[config.mk]
export PLATFORM = sky130hd
export DESIGN_NAME = lhh_layer_finder
export DESIGN_NICKNAME = d
export VERILOG_FILES = /design/src/rtl/lhh_pkg.sv /design/src/rtl/lhh_layer_finder.sv
export SDC_FILE = /design/constraint.sdc
export NUM_CORES = 1
export LEC_CHECK = 0
export ABC_AREA = 1
export BUFFER_PORTS_ARGS = -buffer_cell sky130_fd_sc_hd__buf_2
export CORE_MARGIN = 2
export CORE_UTILIZATION = 55
export CTS_BUF_LIST = sky130_fd_sc_hd__clkbuf_16
export CTS_CLUSTER_DIAMETER = 50
export DETAILED_ROUTE_END_ITERATION = 10
export GPL_TIMING_DRIVEN = 0
export HOLD_SLACK_MARGIN = 0.12
export PLACE_DENSITY_LB_ADDON = 0.15
export SYNTH_ARGS = -nofsm -noshare
export SYNTH_HDL_FRONTEND = slang
export SYNTH_SLANG_ARGS = --single-unit
[constraint.sdc]
create_clock -name i_clk -period 2.91 [get_ports i_clk]
set_input_delay 0.291 -clock i_clk [delete_from_list [all_inputs] [get_ports i_clk]]
set_output_delay 0.291 -clock i_clk [all_outputs]
set_load 0.05 [all_outputs]
[src/rtl/lhh_pkg.sv]
// lhh_pkg: shared types, field widths, codes and reset values for the
// layered hit-map histogrammer. No dependencies; used by every rtl module.
package lhh_pkg;

    // default sizing
    localparam int DEF_NUM_LAYERS     = 7;
    localparam int DEF_NUM_FIBERS     = 55;
    localparam int DEF_NUM_THRESHOLDS = 6;
    localparam int DEF_BIN_WIDTH      = 48;

    // request fields
    localparam int OPCODE_W = 2;
    localparam int FIBER_W  = 8;
    localparam int Z_W      = 24;
    localparam int ENERGY_W = 16;
    localparam int TSEL_W   = 4;
    localparam int LSEL_W   = 5;
    localparam int S_TDATA_W = 64;

    // result fields
    localparam int STATUS_W     = 2;
    localparam int HIT_LAYER_W  = 5;
    localparam int PASSED_W     = 5;
    localparam int BIN_VALUE_W  = 48;
    localparam int OUT_FIELDS_W = STATUS_W + HIT_LAYER_W + PASSED_W + BIN_VALUE_W;
    localparam int M_TDATA_W    = 64;

    // threshold products: 15 * 65535 fits in 20 bits
    localparam int THR_W = 20;

    // configuration port
    localparam int CFG_INDEX_W = 2;
    localparam int CFG_DATA_W  = 24;
    localparam logic [CFG_INDEX_W-1:0] CFG_COUNT_MODE = 2'd0;
    localparam logic [CFG_INDEX_W-1:0] CFG_Z_START    = 2'd1;
    localparam logic [CFG_INDEX_W-1:0] CFG_THICKNESS  = 2'd2;
    localparam logic [CFG_INDEX_W-1:0] CFG_STEP       = 2'd3;

    localparam logic signed [Z_W-1:0] RST_Z_START   = 24'sd226000;
    localparam logic [ENERGY_W-1:0]   RST_THICKNESS = 16'd2000;
    localparam logic [ENERGY_W-1:0]   RST_STEP      = 16'd100;

    // opcodes
    localparam logic [OPCODE_W-1:0] OP_HIT      = 2'd0;
    localparam logic [OPCODE_W-1:0] OP_READ     = 2'd1;
    localparam logic [OPCODE_W-1:0] OP_READ_CLR = 2'd2;

    typedef enum logic [STATUS_W-1:0] {
        ST_OK,
        ST_NO_LAYER,
        ST_BAD_FIBER,
        ST_BAD_ADDR
    } t_status;

    typedef enum logic [2:0] {
        S_CLEAR,
        S_IDLE,
        S_DECODE,
        S_FIND,
        S_MOD,
        S_DONE
    } t_state;

    // per-bank command: read, saturating add, write zero
    typedef struct packed {
        logic rd;
        logic add;
        logic clr;
    } t_bank_op;

    // layer search response
    typedef struct packed {
        logic                   done;
        logic                   found;
        logic [HIT_LAYER_W-1:0] layer;
    } t_find_rsp;

    function automatic int addr_bits(input int depth);
        return (depth > 1) ? $clog2(depth) : 1;
    endfunction

endpackage

[src/rtl/lhh_layer_finder.sv]
// lhh_layer_finder: walks the layer slabs one per cycle to find a hit's layer.
// Depends on lhh_pkg.
module lhh_layer_finder
    import lhh_pkg::*;
#(
    parameter int NUM_LAYERS = DEF_NUM_LAYERS
) (
    input  logic                       i_clk,
    input  logic                       i_rst_n,
    input  logic                       i_start,
    input  logic signed [Z_W-1:0]      i_z,
    input  logic signed [Z_W-1:0]      i_z_start,
    input  logic [ENERGY_W-1:0]        i_thickness,
    output t_find_rsp                  o_rsp
);

    localparam int LW = addr_bits(NUM_LAYERS);
    localparam int DW = Z_W + 1;

    logic          r_busy;
    logic [DW-1:0] r_d;
    logic [DW-1:0] r_bound;
    logic [LW-1:0] r_layer;

    logic neg;
    logic in_slab;
    logic last;
    logic resolved;

    assign neg      = r_d[DW-1];
    // upper edge of slab r_layer, boundary goes to the lower layer
    assign in_slab  = !neg && (r_d <= r_bound);
    assign last     = (r_layer == LW'(NUM_LAYERS - 1));
    assign resolved = r_busy && (neg || in_slab || last);

    assign o_rsp.done  = resolved;
    assign o_rsp.found = r_busy && in_slab;
    assign o_rsp.layer = HIT_LAYER_W'(r_layer);

    always_ff @(posedge i_clk) begin
        if (!i_rst_n) begin
            r_busy <= 1'b0;
        end else if (i_start) begin
            r_busy <= 1'b1;
        end else if (resolved) begin
            r_busy <= 1'b0;
        end
    end

    always_ff @(posedge i_clk) begin
        if (i_start) begin
            r_d     <= {i_z[Z_W-1], i_z} - {i_z_start[Z_W-1], i_z_start};
            r_bound <= DW'(i_thickness);
            r_layer <= '0;
        end else if (r_busy && !resolved) begin
            r_bound <= r_bound + DW'(i_thickness);
            r_layer <= r_layer + 1'b1;
        end
    end

endmodule

==> Yosys cells after proc, flatten, opt, wreduce, memory -nomap -nowiden <==
Cells that the tools add are included.
{ "totals": {"reg_bits": 54, "in_bits": 67, "out_inout_bits": 7, "elab_cells": 24} }
{ "op_classes": {"add_sub_neg": 3, "order_cmp": 1, "n_eq_ne": 1, "mux": 4, "n_reduce_logical": 10} }
{ "op_table": {"columns": ["operator", "count"], "rows": [
  ["$mux W16", 2],
  ["$add A25 B16 Y25", 1],
  ["$le A25 B25 Y1", 1],
  ["$sub A24 B24 Y25", 1],
  ["$logic_and A1 B1 Y1", 4],
  ["$reduce_bool A2 Y1", 2],
  ["$add A3 B1 Y3 const B", 1],
  ["$eq A3 B3 Y1 const B", 1],
  ["$logic_not A1 Y1", 2],
  ["$logic_or A1 B1 Y1", 2],
  ["$mux W1", 2]
]} }

==> Longest topological paths before layout <==
Gate-level depths: netlist of the first run.
{ "depth": {"ltp_word": 9, "depth_mapped": 15, "mapped_depth_nobuf": 14} }

==> Worst setup path after synthesis of the first run <==
Ideal clock, no wire load.
{ "synth_path": {"path_kind": "register to output", "start": "register r_bound[16]", "end": "output o_rsp[5] (netlist bit)", "t_arrival_ps": 2498, "required_ps": 2619, "setup_slack_ps": 121, "stages_incl_launch_ff": 9, "n_path_buf": 0, "path_cell_list": "dfxtp_1 inv_1 ha_1 nand2_1 nor2_2 nand2_1 nor3_2 nand4_2 a211oi_1"} }
{ "synth_rtl": {"columns": ["element", "line_no", "rtl"], "rows": [
  ["start, declared", "lhh_layer_finder.sv:22", "logic [DW-1:0] r_bound;"],
  ["start signal, assigned", "lhh_layer_finder.sv:53", "r_bound <= DW'(i_thickness);"],
  ["start signal, assigned", "lhh_layer_finder.sv:56", "r_bound <= r_bound + DW'(i_thickness);"],
  ["end, declared", "lhh_layer_finder.sv:14", "output t_find_rsp o_rsp"]
]} }

==> Worst setup path after layout of the first run <==
{ "layout_path": {"start": "register r_bound[17]", "end": "output o_rsp[6] (netlist bit)"} }
{ "layout_via": {"elab_chain_cells": 5} }
{ "layout_rtl": {"columns": ["element", "line_no", "rtl"], "rows": [
  ["$le A25 B25 Y1", "lhh_layer_finder.sv:32", "assign in_slab = !neg && (r_d <= r_bound);"],
  ["$logic_and A1 B1 Y1", "lhh_layer_finder.sv:32", null],
  ["$logic_or A1 B1 Y1 (2 in series)", "lhh_layer_finder.sv:34", "assign resolved = r_busy && (neg || in_slab || last);"],
  ["$logic_and A1 B1 Y1", "lhh_layer_finder.sv:34", null]
]} }
Every way passes these cells.

==> impl_metrics.yaml, run 1 <==
routing:
  vias: 5221
  drc: 0
  drt_iter0_drc: 164
  wire_per_inst_um: 13.55
  dr.pass1.iters: 4
  wl_mm: 13.33
  final_antenna_net_count: 0
  avgViaCountPerCell: 5.306
cts:
  cts_made_buffers: 5
  clockBufferDepth: 2
  cts_max_level: 2
  post_cts_buffers: 0
  worstSkewPairLatency_ns: 0.30
  cts.sinks: 54
  cts_tree: "built"
  clockRootBuffer: "clkbuf_16"
  clk_pin_slew_worst_paths_ns: 0.07
finish:
  fillers: 902
  finalNetCount: 986
  antenna_cells: 0
  syn2layout_area_growth_pct: 12.47
  drive_gt1_share_pct: 12.10
  final_cells: 984
synth:
  ys_warn_count: 0
  ys_ff_latch: 54
  syn-instance-count: 771
  yosysUniqueCellTypes: 43
  ys_seq_area_share_pct: 27.73
  synth_ff_type: "edfxtp_1"
  avgSynthCellArea_um2: 6.977
  yosysTopAreaCell: "edfxtp_1"
  async_reset_ff_share_pct: 0
  synth_top_area_share_pct: 22.89
  synth.area.top_cells: "edfxtp_1, ha_1, nand2_1"
  synth_common_cells: "nand2_1, inv_1, ha_1"
  netlist_area_um2: 5379
  synth.most_common_cell: "nand2_1"
  synth_edf_count: 41
timing:
  max-slew-margin-rel_pct: 60.11
  rsz0062_at_grt: "no"
  setup_viol: 0
  finClkSkew_ns: 0.01217
  hold-worst-slack_ns: 0.2639
  fmax_ghz: 0.3675
  finalMaxSlewViolations: 0
  post-route-period-util_pct: 93.51
  tightestPinTransition_ns: 0.5983
  finalHoldViolCount: 0
  fin_crit_ns: 2.721
pwr:
  irDropWorstVdd_mv: 0.2475
  combPwrFrac_pct: 40.4
  clkPwrFrac_pct: 21.7
  powerDensity_nw_per_um2: 443.9
  p_sw_mw: 1.000
  p_seq_share_pct: 37.9
  cellLeakagePower_nw: 3.131
  intPower_mw: 1.685
  switching_share_pct: 37.24
place:
  dp_cells: 976
  place_congestion: 1.014
  portBuffers: 71
  dpl.hpwl_mm: 11.13
floorplan:
  fp.dieW_um: 102.9
  core_um2: 9639
  io_pins: 74
  die_area_um2: 10590
  num_rows: 36
  initial_core_util_pct: 55.80
  die_h_um: 102.9
global_routing:
  grt_pass1_vias: 4924
  antenna_found_initial: 0
  grt_use_met1_pct: 31.73
  grt_pass1_wl_mm: 21.72
  grt_max_degree: 27
  gr-usage-met3_pct: 2.915
  overflow: 0
  grt.busiest_layer: "met2"
  grtUsageMet2_pct: 46.75
  grtUsageTotal_pct: 26.08
setup_path:
  setup.worst_path.end_class: "primary output"
  rrSetupSlack_ns: 0.23
  cp.arrival_ns: 2.43
  cpPeakStageDelay_ns: 0.44
  crit_top_cell: "inv_1"
  worstPathRequired_ns: 2.62
  path_cells: "inv_1, ha_1, nand2_1, nor2_1, inv_1, nor3_2, nand4_2, nand3_2, nand2_1, inv_1, buf_4, clkbuf_4"
  critical_path_peak_fanout: 6
  crit_family: "simple AND/OR/NAND/NOR gates"
  path_buf_inv: 5
  cp-start-kind: "register"
  worst-setup-path-type: "register to primary output"
  slowest_stage: "dfxtp_1"
outcome:
  status: "completed"
job:
  max_cap_violations: 0
min_path:
  min_path_type: "input pin to register"
## power by group through the flow
stage	Sequential [mW]	Combinational [mW]	Clock, mW
global placement	1.03	1.04	0
floorplan	1.01	0.800	0
detailed placement	1.03	1.07	0
global route	1.03	1.24	0.623
CTS	1.02	1.08	0.588
finish	1.02	1.09	0.583
## sequential cells by signal, summed over array words and instances, names as in the netlist
register  cells
r_d          25
r_layer       3
r_busy        1
r_bound      25
## cell usage in the layout (no fill, tap or decap), types with 4 or more instances in the layout
cell type    n
dfxtp_1     11
xnor2_1     10
xor2_1      15
nand3b_1     5
nand4_1     12
edfxtp_1    41
o21ai_0     28
buf_4        4
o21bai_1     7
nor3_1       9
nand3_1     41
clkbuf_16    5
ha_1        67
buf_2       70
nor2_1      51
nand2_1    219
a21oi_1     66
or2_2        5
inv_1      135
a21o_1       5
clkbuf_1     5
## metal layers
layer,up-vias,share of wire [%]
li1,2681,-
met1,2361,43
met2,151,50
met3,28,4.3
met4,0,2.8
met5,-,0
## path summary, 6_finish.rpt
kind | from | end | cells past startpoint
setup / recovery | r_bound[17]$_SDFFE_PP0P_ | o_rsp[6] | 12
hold / removal | i_rst_n | r_busy$_SDFFE_PN0P_ | 2
setup reg to reg | r_bound[17]$_SDFFE_PP0P_ | r_bound[0]$_DFFE_PP_ | 11
hold reg to reg | r_bound[22]$_SDFFE_PP0P_ | r_bound[22]$_SDFFE_PP0P_ | 2
## worst reg2reg max path: stages, from the launching register on
cell     delay (ns)
dfxtp_1        0.44
inv_1          0.12
ha_1           0.29
nand2_1        0.05
nor2_1         0.09
inv_1          0.07
nor3_2         0.26
nand2_1        0.16
nand3_2        0.13
nand4_2        0.16
buf_4          0.23
nand2_2        0.35
## final cells by class
class	instances	area, um2	area share [%]
repair buffers	71	357.8	5.915
plain buffers	10	60.06	0.9928
well taps	133	166.4	2.751
flip-flops and latches	54	1494	24.69
multi-input cells	574	3331	55.06
clock buffers	5	125.1	2.068
inverters	134	503.0	8.314
clock inverters	3	12.51	0.2068
## metrics by stage
step | area (um2) | power [mW] | setup slack, ns | util [%] | TNS [ns]
2_1_floorplan | 5383 | 1.813 | 0.1209 | - | 0
3_3_place_gp | 5904 | 2.066 | -0.1167 | 61.25 | -1.851
3_5_place_dp | 5904 | 2.104 | -0.07753 | 61.25 | -1.234
4_1_cts | 6045 | 2.682 | 0.04260 | 62.71 | 0
5_1_grt | 6050 | 2.887 | 0.02924 | 62.76 | 0
6_report | 6050 | 2.686 | 0.1890 | 62.76 | 0
## cell families after synthesis
kind of cell	synth area share [%]
adders and majority gates	16.33
buffers and inverters	10.47
and+or+nand+nor	27.96
DFF	27.73
AOI/OAI and AO/OA	13.38
xor gates and xnor gates	4.071
other	0.06972
## what timing repair did
| item | in CTS | in global routing |
|---|---|---|
| gates resized for setup | 1 | 3 |
| pin swaps | 0 | 1 |
| hold buffers | 0 | 0 |
| setup endpoints to repair | 16 | 18 |
No activity file was read; power rests on OpenSTA's default activity.
==> run 2: changes to the inputs <==
--- a/config.mk
+++ b/config.mk
@@ -14,7 +14,9 @@
 export DETAILED_ROUTE_END_ITERATION = 10
 export GPL_TIMING_DRIVEN = 0
 export HOLD_SLACK_MARGIN = 0.12
+export MAX_ROUTING_LAYER = met4
 export PLACE_DENSITY_LB_ADDON = 0.15
+export SKIP_LAST_GASP = 1
 export SYNTH_ARGS = -nofsm -noshare
 export SYNTH_HDL_FRONTEND = slang
 export SYNTH_SLANG_ARGS = --single-unit
==> impl_metrics.yaml, run 2 (synthesized netlist as in run 1, its figures left out) <==
finish:
  fin_area_um2: 6062
  final_cell_mix: "nand2_1, inv_1, buf_2, ha_1, a21oi_1"
  syn2layout_area_growth_pct: 12.70
  final_cells: 984
  fin_util_pct: 62.89
  antenna_cells: 0
  layout_commonest_cell: "nand2_1"
  largestRegisters: "r_bound (25), r_d (25), r_layer (3)"
  drive_gt1_share_pct: 12.10
  finalNetCount: 986
setup_path:
  critical_path_peak_fanout: 6
  worst-setup-path-type: "register to primary output"
  worstPathRequired_ns: 2.62
  cp.arrival_ns: 2.49
  cp-start-kind: "register"
  setup.worst_path.end_class: "primary output"
global_routing:
  grt_pass1_vias: 4899
  grt_pass1_wl_mm: 22.18
  overflow: 0
  grtUsageTotal_pct: 27.83
  antenna_found_initial: 0
  grt_max_degree: 27
timing:
  rsz0062_at_grt: "yes"
  post-route-period-util_pct: 95.70
  finalMaxSlewViolations: 0
  tightestPinTransition_ns: 0.7120
  max-slew-margin-rel_pct: 52.53
  setup_viol: 0
  fmax_ghz: 0.3591
  finClkSkew_ns: 0.01036
  fin_crit_ns: 2.785
  finalHoldViolCount: 0
cts:
  post_cts_buffers: 0
  cts.sinks: 54
  clk_pin_slew_worst_paths_ns: 0.07
  cts_tree: "built"
  cts_max_level: 2
  cts_made_buffers: 5
  clockRootBuffer: "clkbuf_16"
  cts.hold.buffers_added: 0
  clockBufferDepth: 2
  worstSkewPairLatency_ns: 0.30
floorplan:
  io_pins: 74
  fp.dieW_um: 102.9
  initial_core_util_pct: 55.80
  die_area_um2: 10590
  die_h_um: 102.9
  num_rows: 36
  core_um2: 9639
place:
  portBuffers: 71
  place_area_um2: 5904
  place_congestion: 0.9732
  dpl.hpwl_mm: 11.56
  dp_cells: 976
min_path:
  min_path_type: "input pin to register"
routing:
  drc: 0
  wire_per_inst_um: 14.30
  wl_mm: 14.07
  avgViaCountPerCell: 5.330
  vias: 5245
  drt_iter0_drc: 178
  dr.pass1.iters: 4
  final_antenna_net_count: 0
pwr:
  powerDensity_nw_per_um2: 447.9
  cellLeakagePower_nw: 3.149
  irDropWorstVdd_mv: 0.2626
outcome:
  status: "completed"
job:
  max_cap_violations: 0
run 2: changes by cell type in the layout (fill, tap and decap cells not counted), sizes merged:
cell / previous run / this run
clkinv: 2 / 1
inv: 135 / 136
run 2: worst max-delay path: stages, from the launching register on:
cell,delay [ns]
dfxtp_1,0.43
inv_1,0.13
ha_1,0.31
nand2_1,0.07
nor2_1,0.13
inv_1,0.10
nor3_4,0.23
nand2_1,0.15
nand3_2,0.13
nand3_2,0.10
nand2_1,0.07
inv_1,0.03
buf_4,0.11
clkbuf_4,0.20
run 2: what timing repair did:
item / CTS / global route
gates resized for setup: 1 / 6
endpoints found under the setup margin: 16 / 18
pin swaps: 0 / 1
run 2: path summary, 6_finish.rpt:
| check | from | end | slack [ns] | cells after the start |
|---|---|---|---|---|
| max reg2reg | r_bound[20]$_SDFFE_PP0P_ | r_bound[0]$_DFFE_PP_ | 0.26 | 11 |
| min | i_rst_n | r_busy$_SDFFE_PN0P_ | 0.28 | 2 |
| min reg2reg | r_bound[24]$_SDFFE_PP0P_ | r_bound[24]$_SDFFE_PP0P_ | 0.48 | 2 |
| max | r_bound[20]$_SDFFE_PP0P_ | o_rsp[6] | 0.13 | 13 |
run 2: metal layers:
metal  global-route usage, %  vias to the layer above  wire, um
li1                        -                     2678         -
met1                   31.96                     2405      6129
met2                   49.25                      126      6999
met3                   2.712                       36       405
met4                   12.04                        0       535
met5                       -                        -         0
run 2: area by class of cell:
type                    instances  area [um2]
fillers                       931        3577
multi-input cells             574        3342
flip-flops and latches         54        1493
inverters                     134       503.0
repair buffers                 71       360.3
well taps                     133       166.4
clock buffers                   5       125.1
plain buffers                  10       60.06
clock inverters                 3       12.51
run 2: report_power, final:
| group | switching [mW] | internal [mW] |
|---|---|---|
| Combinational | 0.696 | 0.415 |
| Sequential | 0.0564 | 0.962 |
| Clock | 0.273 | 0.313 |
| Total | 1.03 | 1.69 |
run 2: through the flow:
step / power (mW) / hold slack, ns / TNS, ns / worst slack (ns)
after floorplan: 1.813 / 0.4035 / 0 / 0.1209
after global placement: 2.073 / 0.4725 / -2.235 / -0.1404
after detailed placement: 2.117 / 0.4783 / -2.173 / -0.1366
after CTS: 2.702 / 0.2718 / 0 / 0.02595
after global routing: 2.912 / 0.2800 / -0.008954 / -0.008954
final: 2.715 / 0.2784 / 0 / 0.1253
==> run 3: changes to the inputs <==
--- a/config.mk
+++ b/config.mk
@@ -15,7 +15,7 @@
 export GPL_TIMING_DRIVEN = 0
 export HOLD_SLACK_MARGIN = 0.12
 export MAX_ROUTING_LAYER = met4
-export PLACE_DENSITY_LB_ADDON = 0.15
+export PLACE_DENSITY = 0.83
 export SKIP_LAST_GASP = 1
 export SYNTH_ARGS = -nofsm -noshare
 export SYNTH_HDL_FRONTEND = slang
==> impl_metrics.yaml, run 3 (synthesized netlist as in run 1, its figures left out) <==
pwr:
  p_seq_share_pct: 37.8
  p_sw_mw: 1.001
  combPwrFrac_pct: 39.7
  clkPwrFrac_pct: 22.5
  cellLeakagePower_nw: 3.143
  intPower_mw: 1.695
  power_mw: 2.696
  powerDensity_nw_per_um2: 444.6
  irDropWorstVdd_mv: 0.3068
  switching_share_pct: 37.12
finish:
  final_cell_mix: "nand2_1, inv_1, buf_2, ha_1, a21oi_1"
  antenna_cells: 0
  fillers: 939
  finalNetCount: 986
  syn2layout_area_growth_pct: 12.72
  layout_commonest_cell: "nand2_1"
  seqCellArea_um2: 1491
  drive_gt1_share_pct: 12.10
  fin_area_um2: 6063
  final_cells: 984
  largestRegisters: "r_bound (25), r_d (25), r_layer (3)"
  multi_input_area_um2: 3337
setup_path:
  setup.worst_path.end_class: "primary output"
  worstPathRequired_ns: 2.62
  cp.arrival_ns: 2.43
  cp-start-kind: "register"
  rrSetupSlack_ns: 0.23
  critPathLaunch: "r_bound[16]$_SDFFE_PP0P_"
  worst-setup-path-type: "register to primary output"
  reg2reg_from: "r_bound[16]$_SDFFE_PP0P_"
  critical_path_peak_fanout: 5
global_routing:
  grt_pass1_vias: 4868
  grt_pass1_wl_mm: 20.56
  overflow: 0
  grtUsageTotal_pct: 24.89
  antenna_found_initial: 0
  grt_max_degree: 27
floorplan:
  die_h_um: 102.9
  initial_core_util_pct: 55.80
  die_area_um2: 10590
  num_rows: 36
  io_pins: 74
  core_um2: 9639
  fp.dieW_um: 102.9
timing:
  max-slew-margin-rel_pct: 59.11
  rsz0062_at_grt: "no"
  setup_ws_ns: 0.1909
  tightestPinTransition_ns: 0.6134
  finalMaxSlewViolations: 0
  fin_crit_ns: 2.719
  setup_viol: 0
  finalHoldViolCount: 0
  fmax_ghz: 0.3678
  finClkSkew_ns: 0.005503
  post-route-period-util_pct: 93.44
routing:
  drt_iter0_drc: 205
  wl_mm: 12.47
  final_antenna_net_count: 0
  drc: 0
  dr.pass1.iters: 5
  vias: 5088
  avgViaCountPerCell: 5.171
  wire_per_inst_um: 12.67
place:
  place_area_um2: 5904
  dpl.hpwl_mm: 10.38
  portBuffers: 71
  dp_slack_ns: -0.06960
  dp_cells: 976
  place_congestion: 0.9758
outcome:
  status: "completed"
cts:
  clk_pin_slew_worst_paths_ns: 0.07
  post_cts_buffers: 0
  clockRootBuffer: "clkbuf_16"
  cts.sinks: 54
  clockBufferDepth: 2
  cts_tree: "built"
  cts_max_level: 2
  cts_made_buffers: 5
  worstSkewPairLatency_ns: 0.29
min_path:
  worstHoldStart: "i_rst_n"
  min_path_type: "input pin to register"
job:
  max_cap_violations: 0
-- run 3: cell counts in the layout (fill, tap and decap cells not counted) --
No cell type changed its count.
-- run 3: metal layers --
metal  wire (um)  global-route usage (%)  up-vias  part of all wire, %
met2        6078                   44.81      136                   49
li1            -                       -     2680                    -
met1        5553                   29.43     2249                   45
met4         227                   6.984        0                  1.8
met3         613                   2.576       23                  4.9
met5           0                       -        -                    0
-- run 3: critical path, cell delays in order, from the launching register on --
cell      delay [ns]
dfxtp_1         0.44
inv_1           0.12
ha_1            0.30
nand2_1         0.07
nor2_2          0.12
nand2_1         0.10
nor3_4          0.20
nand4_2         0.21
nand3_2         0.17
nand2_1         0.06
inv_1           0.05
buf_4           0.09
clkbuf_4        0.21
-- run 3: cell type report --
type                            count  share of cell area [%]
Multi-Input combinational cell    574                   55.04
Inverter                          134                   8.295
Buffer                             10                  0.9905
Timing Repair Buffer               71                   5.902
Sequential cell                    54                   24.60
Tap cell                          133                   2.745
Clock buffer                        5                   2.064
Clock inverter                      3                  0.3714
-- run 3: worst paths after layout --
path / endpoint / cells after the start
max: o_rsp[6] / 12
min: r_busy$_SDFFE_PN0P_ / 2
max reg2reg: r_bound[0]$_DFFE_PP_ / 11
min reg2reg: r_bound[22]$_SDFFE_PP0P_ / 2
-- run 3: power groups by stage --
stage                     combinational (mW)  sequential (mW)  clock, mW
after floorplan                        0.800             1.01          0
after global placement                  1.03             1.03          0
after detailed placement                1.06             1.03          0
after CTS                               1.06             1.02      0.612
after global routing                    1.22             1.03      0.640
final                                   1.07             1.02      0.607
-- run 3: stage by stage --
| step | setup TNS [ns] | utilization [%] | hold slack [ns] |
|---|---|---|---|
| floorplan | 0 | - | 0.4035 |
| global placement | -0.3826 | 61.25 | 0.4739 |
| detailed placement | -1.096 | 61.25 | 0.4806 |
| CTS | 0 | 62.81 | 0.2805 |
| global route | 0 | 62.90 | 0.2889 |
| finish | 0 | 62.90 | 0.2827 |
-- run 3: what timing repair did --
item	CTS	global route
hold buffers	0	0
resized for setup	1	2
endpoints found under the hold margin	0	0
setup endpoints to repair	16	18
